File: src/rtl/core/assert_macros.svh
// Assertion macros included by the queue top module
`ifndef ASSERT_MACROS_SVH
`define ASSERT_MACROS_SVH

// Same-cycle implication, checked on every rising clk edge outside reset
`define ASSERT_IMPLY(label, ante, cons, msg) \
    label: assert property (@(posedge clk) disable iff (!rst_n) (ante) |-> (cons)) \
        else $error(msg);

// Next-cycle implication
`define ASSERT_NEXT(label, ante, cons, msg) \
    label: assert property (@(posedge clk) disable iff (!rst_n) (ante) |=> (cons)) \
        else $error(msg);

`endif

File: src/rtl/core/csarq_pkg.sv
// Types and codes of the command send / ack / retry queue
package csarq_pkg;

    // Item action codes
    localparam logic [2:0] ACT_UPDATE    = 3'd0;
    localparam logic [2:0] ACT_PUSH_MODE = 3'd1;
    localparam logic [2:0] ACT_PUSH_STEP = 3'd2;
    localparam logic [2:0] ACT_CLEAR     = 3'd3;
    localparam logic [2:0] ACT_TICK      = 3'd4;
    localparam logic [2:0] ACT_REPLY     = 3'd5;

    // Parsed reply kinds
    localparam logic [1:0] RPL_MISSED = 2'd0;
    localparam logic [1:0] RPL_MODE   = 2'd1;
    localparam logic [1:0] RPL_STEP   = 2'd2;

    // Configuration register indexes
    localparam logic CFG_ACK_TIMEOUT = 1'b0;
    localparam logic CFG_SKIP_ACK    = 1'b1;

    localparam logic [15:0] ACK_TIMEOUT_RESET = 16'd100;
    localparam logic [15:0] ELAPSED_MAX       = 16'hFFFF;

    // One queued command: kind bit (0 mode, 1 step), mode and step values
    typedef struct packed {
        logic       is_step;
        logic [1:0] mode;
        logic [7:0] step;
    } cmd_entry_t;

endpackage

File: src/rtl/core/command_send_ack_retry_queue_top.sv
// Command send / acknowledge / retry sender with a ring FIFO of commands
//
// One item is accepted on every clock where start is high; busy is always low.
// The item is registered on entry and processed against the queue, sender FSM,
// ms counter and reply latch in the following cycle. Its result is registered at
// the next clock edge and sits on the result ports with done high for a single
// cycle. Sustained rate is one item per clock; the state update sits between the
// input register and the result register. The queue head is read from the FIFO
// memory through a registered read port with write bypass.
module command_send_ack_retry_queue_top #(
    parameter int QUEUE_DEPTH = 8
) (
    input  logic                               clk,
    input  logic                               rst_n,
    input  logic                               start,
    output logic                               busy,
    output logic                               done,
    input  logic                               cfg_we,
    input  logic                               cfg_index,
    input  logic [15:0]                        cfg_data,
    input  logic [2:0]                         action,
    input  logic [1:0]                         cmd_mode,
    input  logic [7:0]                         cmd_step,
    input  logic [1:0]                         reply_kind,
    input  logic [1:0]                         reply_mode,
    input  logic [7:0]                         reply_step,
    output logic                               send_valid,
    output logic                               send_kind,
    output logic [1:0]                         send_mode,
    output logic [7:0]                         send_step,
    output logic                               push_dropped,
    output logic                               confirmed,
    output logic [2:0]                         sender_state,
    output logic [$clog2(QUEUE_DEPTH+1)-1:0]   queue_count
);

    localparam int IDX_W = $clog2(QUEUE_DEPTH);
    localparam int CNT_W = $clog2(QUEUE_DEPTH + 1);
    localparam logic [IDX_W-1:0] IDX_LAST = IDX_W'(QUEUE_DEPTH - 1);
    localparam logic [CNT_W-1:0] CNT_FULL = CNT_W'(QUEUE_DEPTH);

    typedef enum logic [2:0] {
        ST_IDLE  = 3'd0,
        ST_SEND  = 3'd1,
        ST_AWAIT = 3'd2,
        ST_DONE  = 3'd3,
        ST_RETRY = 3'd4
    } state_t;

    // Configuration
    logic [15:0] ack_timeout_reg;
    logic        skip_ack_reg;

    // Input stage
    logic       in_valid_reg;
    logic [2:0] action_reg;
    logic [1:0] cmd_mode_reg;
    logic [7:0] cmd_step_reg;
    logic [1:0] reply_kind_reg;
    logic [1:0] reply_mode_reg;
    logic [7:0] reply_step_reg;

    // Queue
    csarq_pkg::cmd_entry_t queue_mem [QUEUE_DEPTH];
    csarq_pkg::cmd_entry_t head_data_reg;
    logic [IDX_W-1:0] head_reg, head_next;
    logic [IDX_W-1:0] tail_reg, tail_next;
    logic [CNT_W-1:0] fill_reg, fill_next;
    logic                  wr_en;
    csarq_pkg::cmd_entry_t wr_data;

    // Sender
    state_t                fsm_reg, fsm_next, fsm_cur;
    logic                  inflight_valid_reg, inflight_valid_next;
    csarq_pkg::cmd_entry_t inflight_reg, inflight_next;
    logic [15:0]           elapsed_reg, elapsed_next;
    logic                  rlatch_valid_reg, rlatch_valid_next;
    logic [1:0]            rlatch_kind_reg, rlatch_kind_next;
    logic [1:0]            rlatch_mode_reg, rlatch_mode_next;
    logic [7:0]            rlatch_step_reg, rlatch_step_next;
    logic                  reply_match;

    // Result values
    logic       send_valid_next, confirmed_next, dropped_next;

    assign busy = 1'b0;

    always_ff @(posedge clk or negedge rst_n) begin
        if (!rst_n) begin
            ack_timeout_reg <= csarq_pkg::ACK_TIMEOUT_RESET;
            skip_ack_reg    <= 1'b0;
        end
        else if (cfg_we) begin
            unique case (cfg_index)
                csarq_pkg::CFG_ACK_TIMEOUT: ack_timeout_reg <= cfg_data;
                csarq_pkg::CFG_SKIP_ACK:    skip_ack_reg    <= cfg_data[0];
                default: ;
            endcase
        end
    end

    always_ff @(posedge clk or negedge rst_n) begin
        if (!rst_n) begin
            in_valid_reg <= 1'b0;
        end
        else begin
            in_valid_reg <= start & ~busy;
        end
    end

    always_ff @(posedge clk) begin
        if (start && !busy) begin
            action_reg     <= action;
            cmd_mode_reg   <= cmd_mode;
            cmd_step_reg   <= cmd_step;
            reply_kind_reg <= reply_kind;
            reply_mode_reg <= reply_mode;
            reply_step_reg <= reply_step;
        end
    end

    assign reply_match = inflight_valid_reg &&
        ((rlatch_kind_reg == csarq_pkg::RPL_MODE && !inflight_reg.is_step &&
          rlatch_mode_reg == inflight_reg.mode) ||
         (rlatch_kind_reg == csarq_pkg::RPL_STEP && inflight_reg.is_step &&
          rlatch_step_reg == inflight_reg.step));

    always_comb begin
        head_next           = head_reg;
        tail_next           = tail_reg;
        fill_next           = fill_reg;
        wr_en               = 1'b0;
        wr_data             = '0;
        fsm_cur             = fsm_reg;
        fsm_next            = fsm_reg;
        inflight_valid_next = inflight_valid_reg;
        inflight_next       = inflight_reg;
        elapsed_next        = elapsed_reg;
        rlatch_valid_next   = rlatch_valid_reg;
        rlatch_kind_next    = rlatch_kind_reg;
        rlatch_mode_next    = rlatch_mode_reg;
        rlatch_step_next    = rlatch_step_reg;
        send_valid_next     = 1'b0;
        confirmed_next      = 1'b0;
        dropped_next        = 1'b0;

        if (in_valid_reg) begin
            case (action_reg)
                csarq_pkg::ACT_UPDATE: begin
                    // Nothing queued and nothing in flight forces idle first
                    if (fill_reg == '0 && !inflight_valid_reg) begin
                        fsm_cur = ST_IDLE;
                    end
                    fsm_next = fsm_cur;
                    unique case (fsm_cur)
                        ST_IDLE: begin
                            if (fill_reg != '0) begin
                                inflight_valid_next = 1'b1;
                                inflight_next       = head_data_reg;
                                head_next = (head_reg == IDX_LAST) ? '0 : head_reg + 1'b1;
                                fill_next = fill_reg - 1'b1;
                                fsm_next  = ST_SEND;
                            end
                        end
                        ST_SEND: begin
                            if (inflight_valid_reg) begin
                                send_valid_next = 1'b1;
                                elapsed_next    = '0;
                                fsm_next        = skip_ack_reg ? ST_DONE : ST_AWAIT;
                            end
                            else begin
                                fsm_next = ST_IDLE;
                            end
                        end
                        ST_AWAIT: begin
                            if (!inflight_valid_reg) begin
                                fsm_next = ST_IDLE;
                            end
                            else if (rlatch_valid_reg) begin
                                rlatch_valid_next = 1'b0;
                                fsm_next = reply_match ? ST_DONE : ST_RETRY;
                            end
                            else if (elapsed_reg > ack_timeout_reg) begin
                                fsm_next = ST_RETRY;
                            end
                        end
                        ST_DONE: begin
                            inflight_valid_next = 1'b0;
                            inflight_next       = '0;
                            confirmed_next      = 1'b1;
                            fsm_next            = ST_IDLE;
                        end
                        ST_RETRY: begin
                            fsm_next = ST_SEND;
                        end
                        default: begin
                            fsm_next = ST_SEND;
                        end
                    endcase
                end
                csarq_pkg::ACT_PUSH_MODE, csarq_pkg::ACT_PUSH_STEP: begin
                    if (fill_reg == CNT_FULL) begin
                        dropped_next = 1'b1;
                    end
                    else begin
                        wr_en = 1'b1;
                        if (action_reg == csarq_pkg::ACT_PUSH_STEP) begin
                            wr_data.is_step = 1'b1;
                            wr_data.step    = cmd_step_reg;
                        end
                        else begin
                            wr_data.mode = cmd_mode_reg;
                        end
                        tail_next = (tail_reg == IDX_LAST) ? '0 : tail_reg + 1'b1;
                        fill_next = fill_reg + 1'b1;
                    end
                end
                csarq_pkg::ACT_CLEAR: begin
                    head_next           = '0;
                    tail_next           = '0;
                    fill_next           = '0;
                    inflight_valid_next = 1'b0;
                    inflight_next       = '0;
                    fsm_next            = ST_IDLE;
                end
                csarq_pkg::ACT_TICK: begin
                    if (elapsed_reg != csarq_pkg::ELAPSED_MAX) begin
                        elapsed_next = elapsed_reg + 16'd1;
                    end
                end
                csarq_pkg::ACT_REPLY: begin
                    rlatch_valid_next = 1'b1;
                    rlatch_kind_next  = reply_kind_reg;
                    rlatch_mode_next  = reply_mode_reg;
                    rlatch_step_next  = reply_step_reg;
                end
                default: ;
            endcase
        end
    end

    // FIFO storage; head entry read registered, with bypass of a write to it
    always_ff @(posedge clk) begin
        if (wr_en) begin
            queue_mem[tail_reg] <= wr_data;
        end
        if (wr_en && tail_reg == head_next) begin
            head_data_reg <= wr_data;
        end
        else begin
            head_data_reg <= queue_mem[head_next];
        end
    end

    always_ff @(posedge clk or negedge rst_n) begin
        if (!rst_n) begin
            head_reg           <= '0;
            tail_reg           <= '0;
            fill_reg           <= '0;
            fsm_reg            <= ST_IDLE;
            inflight_valid_reg <= 1'b0;
            inflight_reg       <= '0;
            elapsed_reg        <= '0;
            rlatch_valid_reg   <= 1'b0;
            rlatch_kind_reg    <= '0;
            rlatch_mode_reg    <= '0;
            rlatch_step_reg    <= '0;
            done               <= 1'b0;
            send_valid         <= 1'b0;
            send_kind          <= 1'b0;
            send_mode          <= '0;
            send_step          <= '0;
            push_dropped       <= 1'b0;
            confirmed          <= 1'b0;
            sender_state       <= ST_IDLE;
            queue_count        <= '0;
        end
        else begin
            head_reg           <= head_next;
            tail_reg           <= tail_next;
            fill_reg           <= fill_next;
            fsm_reg            <= fsm_next;
            inflight_valid_reg <= inflight_valid_next;
            inflight_reg       <= inflight_next;
            elapsed_reg        <= elapsed_next;
            rlatch_valid_reg   <= rlatch_valid_next;
            rlatch_kind_reg    <= rlatch_kind_next;
            rlatch_mode_reg    <= rlatch_mode_next;
            rlatch_step_reg    <= rlatch_step_next;
            done               <= in_valid_reg;
            send_valid         <= send_valid_next;
            send_kind          <= send_valid_next & inflight_reg.is_step;
            send_mode          <= send_valid_next ? inflight_reg.mode : 2'd0;
            send_step          <= send_valid_next ? inflight_reg.step : 8'd0;
            push_dropped       <= dropped_next;
            confirmed          <= confirmed_next;
            sender_state       <= fsm_next;
            queue_count        <= fill_next;
        end
    end

    `include "assert_macros.svh"

    `ASSERT_IMPLY(a_fill_bound, 1'b1, fill_reg <= CNT_FULL, "queue fill above depth")
    `ASSERT_IMPLY(a_empty_ptrs, fill_reg == '0, head_reg == tail_reg, "empty queue, ptrs differ")
    `ASSERT_IMPLY(a_send_state, done && send_valid, sender_state == ST_AWAIT || sender_state == ST_DONE, "send without await/done")
    `ASSERT_IMPLY(a_conf_idle, done && confirmed, sender_state == ST_IDLE, "confirm not idle")
    `ASSERT_IMPLY(a_drop_full, done && push_dropped, queue_count == CNT_FULL, "drop with room left")
    `ASSERT_NEXT(a_done_follows, in_valid_reg, done, "item result missing")

endmodule
File: config.mk
export PLATFORM = sky130hd
export DESIGN_NAME = command_send_ack_retry_queue_top
export DESIGN_NICKNAME = d
export VERILOG_FILES = /design/src/rtl/core/csarq_pkg.sv /design/src/rtl/core/command_send_ack_retry_queue_top.sv
export VERILOG_INCLUDE_DIRS = /design/src /design/src/rtl/core
export SDC_FILE = /design/constraint.sdc
export NUM_CORES = 1
export LEC_CHECK = 0
export ABC_AREA = 0
export BUFFER_PORTS_ARGS = -buffer_cell sky130_fd_sc_hd__buf_2
export CAP_MARGIN = 10
export CORE_MARGIN = 2
export CORE_UTILIZATION = 45
export DETAILED_ROUTE_END_ITERATION = 6
export PLACE_DENSITY = 0.74
export SLEW_MARGIN = 20
export SYNTH_ARGS = -nofsm -noshare
export SYNTH_HDL_FRONTEND = slang
export SYNTH_SLANG_ARGS = --single-unit
File: constraint.sdc
create_clock -name clk -period 2.95 [get_ports clk]
set_input_delay 0.1475 -clock clk [delete_from_list [all_inputs] [get_ports clk]]
set_output_delay 0.1475 -clock clk [all_outputs]
set_load 0.1 [all_outputs]
* After elaboration in Yosys (flattened, before gate mapping)
Memory sizes are Yosys's and may differ from the RTL's. A register that Yosys moved wholly into a read port is not among the register bits.
Cells that the tools add are included.
** Storage, ports and cells
- RAM bits :: 88
- Bits in registers :: 112
- Input bits :: 46
- Memories kept :: 1
** Memory list
- queue_mem :: words 8, width 11, read ports 1, clocked after memory_dff 1, wr ports 1, line command_send_ack_retry_queue_top.sv:64 : csarq_pkg::cmd_entry_t queue_mem [QUEUE_DEPTH];
** Cells by class
- Multiplexer cells :: 60
- Order comparisons :: 1
- Add/subtract/negate cells :: 5
- Reduce and logical (&&, ||, !) cells :: 28
- Equal/unequal tests :: 25
- Bitwise gates (word level) :: 2
** Operator list (number)
- $mux W16 :: 3
- $mux W11 :: 4
- $pmux W11 S2 :: 2
- $mux W3 :: 14
- $pmux W16 S2 :: 1
- $mux W1 :: 20
- $pmux W3 S2 :: 3
- $add A16 B1 Y16 const B :: 1
- $gt A16 B16 Y1 :: 1
- $mux W8 :: 2
- $ne A16 B16 Y1 const B :: 1
- $eq A3 B2 Y1 const B :: 4
- $eq A3 B3 Y1 const B :: 4
- $mux W4 :: 3
- $pmux W3 S4 :: 1
- $pmux W4 S3 :: 1
- $ne A2 B2 Y1 const B :: 5
- $reduce_and A5 Y1 :: 2
- $eq A8 B8 Y1 :: 1
- $reduce_and A2 Y1 :: 4
- $reduce_and A4 Y1 :: 2
- $reduce_bool A2 Y1 :: 4
- $add A3 B1 Y3 const B :: 2
- $eq A3 B1 Y1 const B :: 2
- other kinds (22) :: 34

* Logic depth before layout (Yosys ltp)
Gate-level depths: netlist of run 1.
- Word-level depth :: 10
- Gate-level depth with buffers :: 10
- Depth with buffers taken out :: 9

* Worst setup path after synthesis of run 1
Ideal clock, no wire load.
- Kind :: flip-flop to flip-flop
- Start point :: reg fill_reg[1]
- End point :: mem queue_mem[0][0] (netlist bit) (enable)
- Cell stages (with the launch flop) :: 5
- Clock period less this slack :: 2.985 ns
- Path slack :: -0.035 ns
- Arrival :: 2.592 ns
- Setup time :: 0.393 ns
- Path through :: dfrtp_1 -> nor4b_1 -> nand2b_1 -> or3_1 -> nor3_1
** On the way
- Cells in the longest elaborated chain, start to end :: 6
** Ends and longest elaborated chain
- start, declared :: line command_send_ack_retry_queue_top.sv:68 : logic [CNT_W-1:0] fill_reg, fill_next;
- start signal, assigned :: line command_send_ack_retry_queue_top.sv:281 : fill_reg <= fill_next;
- $eq A4 B4 Y1 :: line command_send_ack_retry_queue_top.sv:202 : if (fill_reg == CNT_FULL) begin
- $mux W1 :: line command_send_ack_retry_queue_top.sv:202
- $mux W1 :: line command_send_ack_retry_queue_top.sv:148 : case (action_reg)
- $mux W1 :: line command_send_ack_retry_queue_top.sv:147 : if (in_valid_reg) begin
- $mux W1 :: line command_send_ack_retry_queue_top.sv:244 : if (wr_en) begin
- $mux W1 (implied by the code) :: line command_send_ack_retry_queue_top.sv:245 : queue_mem[tail_reg] <= wr_data;
- end, declared :: line command_send_ack_retry_queue_top.sv:64
No other way between the ends.

* Final worst setup path of run 1
- Start point :: reg action_reg[1]
- End point :: reg fill_reg[3]
** On the way
- Cells in the longest elaborated chain, start to end :: 4
** Ends and longest elaborated chain
- start, declared :: line command_send_ack_retry_queue_top.sv:56 : logic [2:0] action_reg;
- start signal, assigned :: line command_send_ack_retry_queue_top.sv:113 : action_reg <= action;
- $eq A3 B2 Y1 or $eq A3 B1 Y1 (tied branches) :: line command_send_ack_retry_queue_top.sv:148
- $reduce_or A2 Y1 :: line command_send_ack_retry_queue_top.sv:148
- $ne A2 B2 Y1 (no line) or $reduce_bool A3 Y1 (tied branches)
- $reduce_and A5 Y1 (no line)
Parallel ways exist; a longest one is shown, timed or not.
A chain may end at the register's enable or synchronous reset.

==> flow_summary.yaml, run 1 <==
routing:
  antenna_left: 0
  drt_iter0_drc: 462
  wl_per_cell_um: 17.0
  dr.pass1.iters: 5
  vias_per_cell: 5.33
  drt_wl_total_mm: 17.3
  drcViolationCount: 0
  vias: 5418
sta:
  worst_pin_slew_ns: 0.841
  period_minus_slack_ns: 2.72
  final.period_utilization_pct: 92.2
  finalHoldViolations: 0
  final_max_slew_viol_count: 0
  fmax_ghz: 0.367
  setup_violations: 0
  setup-tns-final_ns: 0
  maxSlewHeadroom_pct: 43.6
  finClkSkew_ns: 0.0110
  rsz0062_at_grt: "false"
  hold_ws_ns: 0.144
clock_tree:
  insertion_delay_ns: 0.51
  cts-resized-gates: 0
  cts_hold_buf: 43
  cts_root_buf: "clkbuf_16"
  clock_sinks: 203
  htree_levels: 1
  cts_buffers: 22
  postCtsSetupBuffers: 0
  clock_path_buffers: 3
  clkTransAtPathRegs_ns: 0.06
  tritoncts: "built"
worst_setup_path:
  crit_buf_inv: 1
  critPathArrivalTime_ns: 3.14
  worstPathRequired_ns: 3.37
  cp_common_cell: "xor2_1"
  cp-end-kind: "register"
  path_cells: "xor2_1 > and2b_1 > inv_2 > ha_1 > a21o_1 > a21oi_1 > xor2_1 > mux2_2 > a31oi_1"
  cp-start-kind: "register"
  worst-path-max-fanout: 10
  slowest_delay_ns: 0.54
  crit_slowest_cell: "edfxtp_1"
  path_class: "reg2reg"
  critical-path-top-delay-family: "XOR/XNOR gates"
floorplanning:
  rows: 50
  dieArea_mm2: 0.0204
  die_h_um: 143
  io_pins: 69
  initial_core_util_pct: 46.1
  core_area_mm2: 0.0188
  die_w_um: 143
global_route:
  grt_pass1_vias: 5481
  track_usage_pct: 17.4
  grt_pass1_wl_mm: 27.9
  grt_remaining_overflow: 0
  grt_antenna_before_repair: 0
  grt_max_degree: 88
synthesis:
  synthTopCellsByCount: "113 x edfxtp_1, 84 x dfrtp_1, 57 x nand2_1"
  avgSynthCellArea_um2: 14.1
  syn_inst: 613
  synth_top_area_cell: "edfxtp_1"
  synth_top_area_share_pct: 39.1
  yosysMostFrequentCell: "edfxtp_1"
  synth_edf_count: 113
  yosys_warnings: 0
  synthFlopType: "edfxtp_1"
  synth_seq_cells: 203
  syn_area_mm2: 0.00867
  synth.distinct_cells: 63
  synthArstFlopShare_pct: 42.9
  synth_area_leaders: "edfxtp_1 39%, dfrtp_1 24%, mux4_2 5.7%, ha_1 3.3%, nand2_1 2.5%"
  ys_seq_area_share_pct: 65.0
  synthesis.nets: 683
final_layout:
  fillerInstances: 1513
  antenna_cells: 0
  final_area_mm2: 0.0105
  largest_register_ffs: 88
  fin_nets: 810
  instances_no_fill: 1016
  layout-drive-gt1-share_pct: 22.9
  area_delta_synth_final_pct: 21.0
power:
  powerDensity_mw_per_mm2: 761
  vdd_drop_max_uv: 397
  power_mw: 7.99
  leakage_nw: 4.21
place:
  place_area_mm2: 0.00934
  dp_hpwl_mm: 11.2
  io_buffer_count: 67
  gp_congestion: 0.812
  placed_cells: 933
run:
  maxCapViolCount: 0
worst_hold_path:
  min_path_type: "in2reg"
status:
  status: "finished, final reports clean"
[path summary, 6_finish.rpt]
path,start,end,slack (ns),cells past startpoint
setup / recovery,action_reg[1]$_DFFE_PP_,fill_reg[3]$_DFFE_PN0P_,0.23,9
setup reg to reg,action_reg[1]$_DFFE_PP_,fill_reg[3]$_DFFE_PN0P_,0.23,9
min in group asynchronous,rst_n,fill_reg[0]$_DFFE_PN0P_,0.26,2
hold / removal,start,in_valid_reg$_DFF_PN0_,0.14,1
hold reg to reg,reply_step_reg[0]$_DFFE_PP_,rlatch_step_reg[0]$_DFFE_PN0P_,0.49,1
max in group asynchronous,rst_n,elapsed_reg[4]$_DFFE_PN0P_,2.14,2
[cells in the final DEF, fill, tap and decap left out, drive strengths merged, types with 4 or more instances in the layout]
| cell type | netlist | routed |
|---|---|---|
| edfxtp | 113 | 113 |
| buf | 14 | 85 |
| dfrtp | 84 | 84 |
| nand2 | 57 | 57 |
| dlygate4sd3 | 0 | 43 |
| o21ai | 40 | 40 |
| clkbuf | 11 | 35 |
| inv | 27 | 27 |
| nor2 | 24 | 24 |
| ha | 23 | 23 |
| mux4 | 22 | 22 |
| and2 | 20 | 20 |
| a21oi | 19 | 19 |
| xnor2 | 17 | 17 |
| mux2 | 16 | 16 |
| nand4 | 12 | 12 |
| mux2i | 11 | 11 |
| nand3 | 9 | 9 |
| nor4 | 8 | 8 |
| o31ai | 8 | 8 |
| nor3 | 6 | 6 |
| or3 | 5 | 5 |
| and3 | 5 | 5 |
| a21o | 5 | 5 |
| clkinv | 0 | 5 |
| nand2b | 4 | 4 |
| or4 | 4 | 4 |
| nor4b | 4 | 4 |
[metrics by stage]
| stage | utilization [%] | setup WS, ns |
|---|---|---|
| final | 55.7 | 0.229 |
| after global routing | 55.7 | 0.0752 |
| after CTS | 55.7 | 0.238 |
| after detailed placement | 49.6 | 0.284 |
| after global placement | 49.6 | 0.478 |
| after floorplan | - | 0.152 |
[kinds of logic after synthesis]
logic type,after synthesis,share of synthesized area [%]
xor gates and xnor gates,20,2.02
buffers and inverters,52,2.78
muxes,49,9.06
other,1,0.0432
and+or+nand+nor,172,10.7
adders and majority gates,24,3.55
AOI/OAI and AO/OA,92,6.82
DFF,203,65.0
[per-layer routing]
| metal | GRT usage [%] | wire length [µm] | part of all wire [%] | vias to the layer above |
|---|---|---|---|---|
| met5 | 0 | 0 | 0 | - |
| met1 | 23.5 | 7710 | 45 | 2673 |
| met2 | 28.9 | 8270 | 48 | 181 |
| met4 | 5.42 | 371 | 2.1 | 0 |
| met3 | 3.29 | 925 | 5.4 | 34 |
| li1 | - | - | - | 2530 |
[final cells by class]
cell class                      count  area, µm²  area share (%)
Clock inverter                      5       32.5           0.310
Multi-Input combinational cell    358       2800            26.7
Clock buffer                       35        692            6.59
Inverter                           27        101           0.966
Sequential cell                   203       5630            53.7
Timing Repair Buffer              128        907            8.64
Tap cell                          260        325            3.10
[power by group]
group	switching [mW]	internal [mW]	leakage, nW
logic	0.988	0.714	1.65
clock network	1.08	1.61	0.354
registers	0.283	3.32	2.20
total	2.35	5.64	4.21
(Power assumes the default switching activity.)
==> inputs of run 2 (changes only) <==
Settings changed: ABC_AREA 0 to 1, CORE_UTILIZATION 45 to 60, PLACE_DENSITY 0.74 to 0.91.
==> run 2 against run 1 <==
  * Sequential power is essentially flat
  * Largest cell class unchanged
  * Worst hold slack lost 0.018 ns
  * Routed wire length grew 17%
  * Highest routed layer unchanged
==> flow_summary.yaml, run 2 <==
synthesis:
  synth_seq_cells: 203
  synthArstFlopShare_pct: 42.9
  synth_top_area_share_pct: 38.1
  avgSynthCellArea_um2: 10.5
  synth_top_area_cell: "edfxtp_1"
  ys_seq_area_share_pct: 63.2
  yosys_warnings: 0
  synthFlopType: "edfxtp_1"
  yosysMostFrequentCell: "nor2_1"
  syn_area_mm2: 0.00891
  synth_area_leaders: "edfxtp_1 38%, dfrtp_1 24%, nor2_1 6.0%, nand2_1 5.6%, inv_1 3.6%"
  synthTopCellsByCount: "143 x nor2_1, 133 x nand2_1, 113 x edfxtp_1"
  syn_inst: 849
  synthesis.nets: 919
  synth.distinct_cells: 42
  synth_edf_count: 113
power:
  p_comb_share_pct: 25.8
  internal-power_mw: 5.59
  sequentialPowerShare_pct: 42.8
  powerDensity_mw_per_mm2: 795
  leakage_nw: 4.61
  vdd_drop_max_uv: 460
  clkPwrFrac_pct: 31.4
  switching_share_pct: 33.5
  p_switching_mw: 2.82
routing:
  wl_per_cell_um: 17.4
  drt_iter0_drc: 826
  vias_per_cell: 5.66
  dr.pass1.iters: 6
  vias: 6618
  antenna_left: 0
  drt_wl_total_mm: 20.3
  drcViolationCount: 0
clock_tree:
  clock_path_buffers: 3
  clkTransAtPathRegs_ns: 0.06
  insertion_delay_ns: 0.50
  clock_sinks: 203
  cts-resized-gates: 0
  cts_root_buf: "clkbuf_16"
  tritoncts: "built"
  cts_buffers: 21
  htree_levels: 1
floorplanning:
  die_h_um: 126
  rows: 44
  die_w_um: 126
  initial_core_util_pct: 61.3
  dieArea_mm2: 0.0158
  core_area_mm2: 0.0145
  io_pins: 69
global_route:
  grt_remaining_overflow: 0
  grt_pass1_vias: 6533
  grt_max_degree: 88
  track_usage_pct: 26.1
  grt_pass1_wl_mm: 32.8
  grt_antenna_before_repair: 0
worst_setup_path:
  path_class: "reg2reg"
  crit_buf_inv: 3
  worst-path-max-fanout: 8
  critical-path-top-delay-family: "simple AND/OR/NAND/NOR gates"
  worstPathRequired_ns: 3.16
  slowest_delay_ns: 0.47
  critPathArrivalTime_ns: 2.69
  crit_slowest_cell: "edfxtp_1"
  cp-start-kind: "register"
  cp-end-kind: "register"
  path_cells: "inv_2 > nand3_1 > nand2_1 > inv_2 > nor3_1 > nand2_1 > nor2_1 > buf_4"
  reg2reg_slack_ns: 0.47
sta:
  hold_ws_ns: 0.126
  maxSlewHeadroom_pct: 39.0
  final_max_slew_viol_count: 0
  worst_pin_slew_ns: 0.913
  finClkSkew_ns: 0.0184
  period_minus_slack_ns: 2.48
  setup-tns-final_ns: 0
  finalHoldViolations: 0
  setup_violations: 0
  rsz0062_at_grt: "false"
  final.period_utilization_pct: 84.1
  fmax_ghz: 0.403
final_layout:
  area_delta_synth_final_pct: 18.8
  layout-drive-gt1-share_pct: 14.9
  fin_util_pct: 72.8
  layout_commonest_cell: "nor2_1"
  final_cell_mix: "143 x nor2_1, 133 x nand2_1, 113 x edfxtp_1"
  fin_nets: 1043
  largest_register_ffs: 88
  antenna_cells: 0
place:
  io_buffer_count: 67
  dp_hpwl_mm: 13.1
  gp_congestion: 0.879
run:
  maxCapViolCount: 0
status:
  status: "finished, final reports clean"
worst_hold_path:
  min_path_type: "in2reg"
-- run 2: path summary, 6_finish.rpt --
check,start,cells past startpoint,end
hold reg to reg,reply_kind_reg[1]$_DFFE_PP_,1,rlatch_kind_reg[1]$_DFFE_PN0P_
min in group asynchronous,rst_n,2,ack_timeout_reg[15]$_DFFE_PN0P_
setup / recovery,action_reg[2]$_DFFE_PP_,8,queue_mem[6][5]$_DFFE_PP_
max in group asynchronous,rst_n,2,in_valid_reg$_DFF_PN0_
hold / removal,start,1,in_valid_reg$_DFF_PN0_
setup reg to reg,action_reg[2]$_DFFE_PP_,8,queue_mem[6][5]$_DFFE_PP_
-- run 2: layout make-up --
class / count / area, µm²
inverter: 93 / 349
clock inverter: 9 / 121
sequential: 203 / 5630
timing repair buffer: 127 / 902
multi-input combinational: 527 / 2800
clock buffer: 26 / 554
tap: 184 / 230
fill: 925 / 3950
-- run 2: kinds of logic (layout without fill, tap and decap cells) --
kind of cell / count (synthesis) / after routing / synth area share (%)
simple gates: 327 / 327 / 15.1
flops: 203 / 203 / 63.2
compound gates: 146 / 146 / 9.74
buf+inv: 119 / 255 / 5.41
fa+ha+maj: 24 / 24 / 3.45
xor+xnor: 21 / 21 / 2.06
mux: 8 / 8 / 1.01
other cells: 1 / 1 / 0.0421
-- run 2: power groups by stage --
stage | combinational (mW) | clock [mW] | sequential (mW)
6_report | 2.17 | 2.64 | 3.60
4_1_cts | 2.14 | 2.66 | 3.59
3_5_place_dp | 2.07 | 0 | 3.64
5_1_grt | 2.38 | 2.77 | 3.64
2_1_floorplan | 1.30 | 0 | 3.82
3_3_place_gp | 1.99 | 0 | 3.62
-- run 2: worst reg2reg max path: cells and delay by family (launching register included) --
family	cells	cell delay, ns
buf+inv	3	0.51
simple gates	5	1.21
flops	1	0.47
-- run 2: through the flow --
| stage | setup slack (ns) | power (mW) | instances | instance area [µm²] |
|---|---|---|---|---|
| after floorplan | 0.209 | 5.12 | 849 | 8910 |
| after global placement | 0.649 | 5.61 | 1090 | 9470 |
| after detailed placement | 0.511 | 5.71 | 1090 | 9470 |
| after CTS | 0.471 | 8.40 | 1169 | 10600 |
| after global routing | 0.274 | 8.79 | 1169 | 10600 |
| final | 0.470 | 8.41 | 1169 | 10600 |
-- run 2: routing by layer --
layer	vias up	GRT usage [%]	routed length (µm)
met3	52	4.67	1770
met2	336	44.1	9940
li1	3094	-	-
met1	3136	34.7	8010
met5	-	0	0
met4	0	8.66	565
-- run 2: what timing repair did --
item | CTS | global route
hold buffers | 44 | 0
buffers inserted | 0 | 0
hold endpoints to repair | 126 | 0
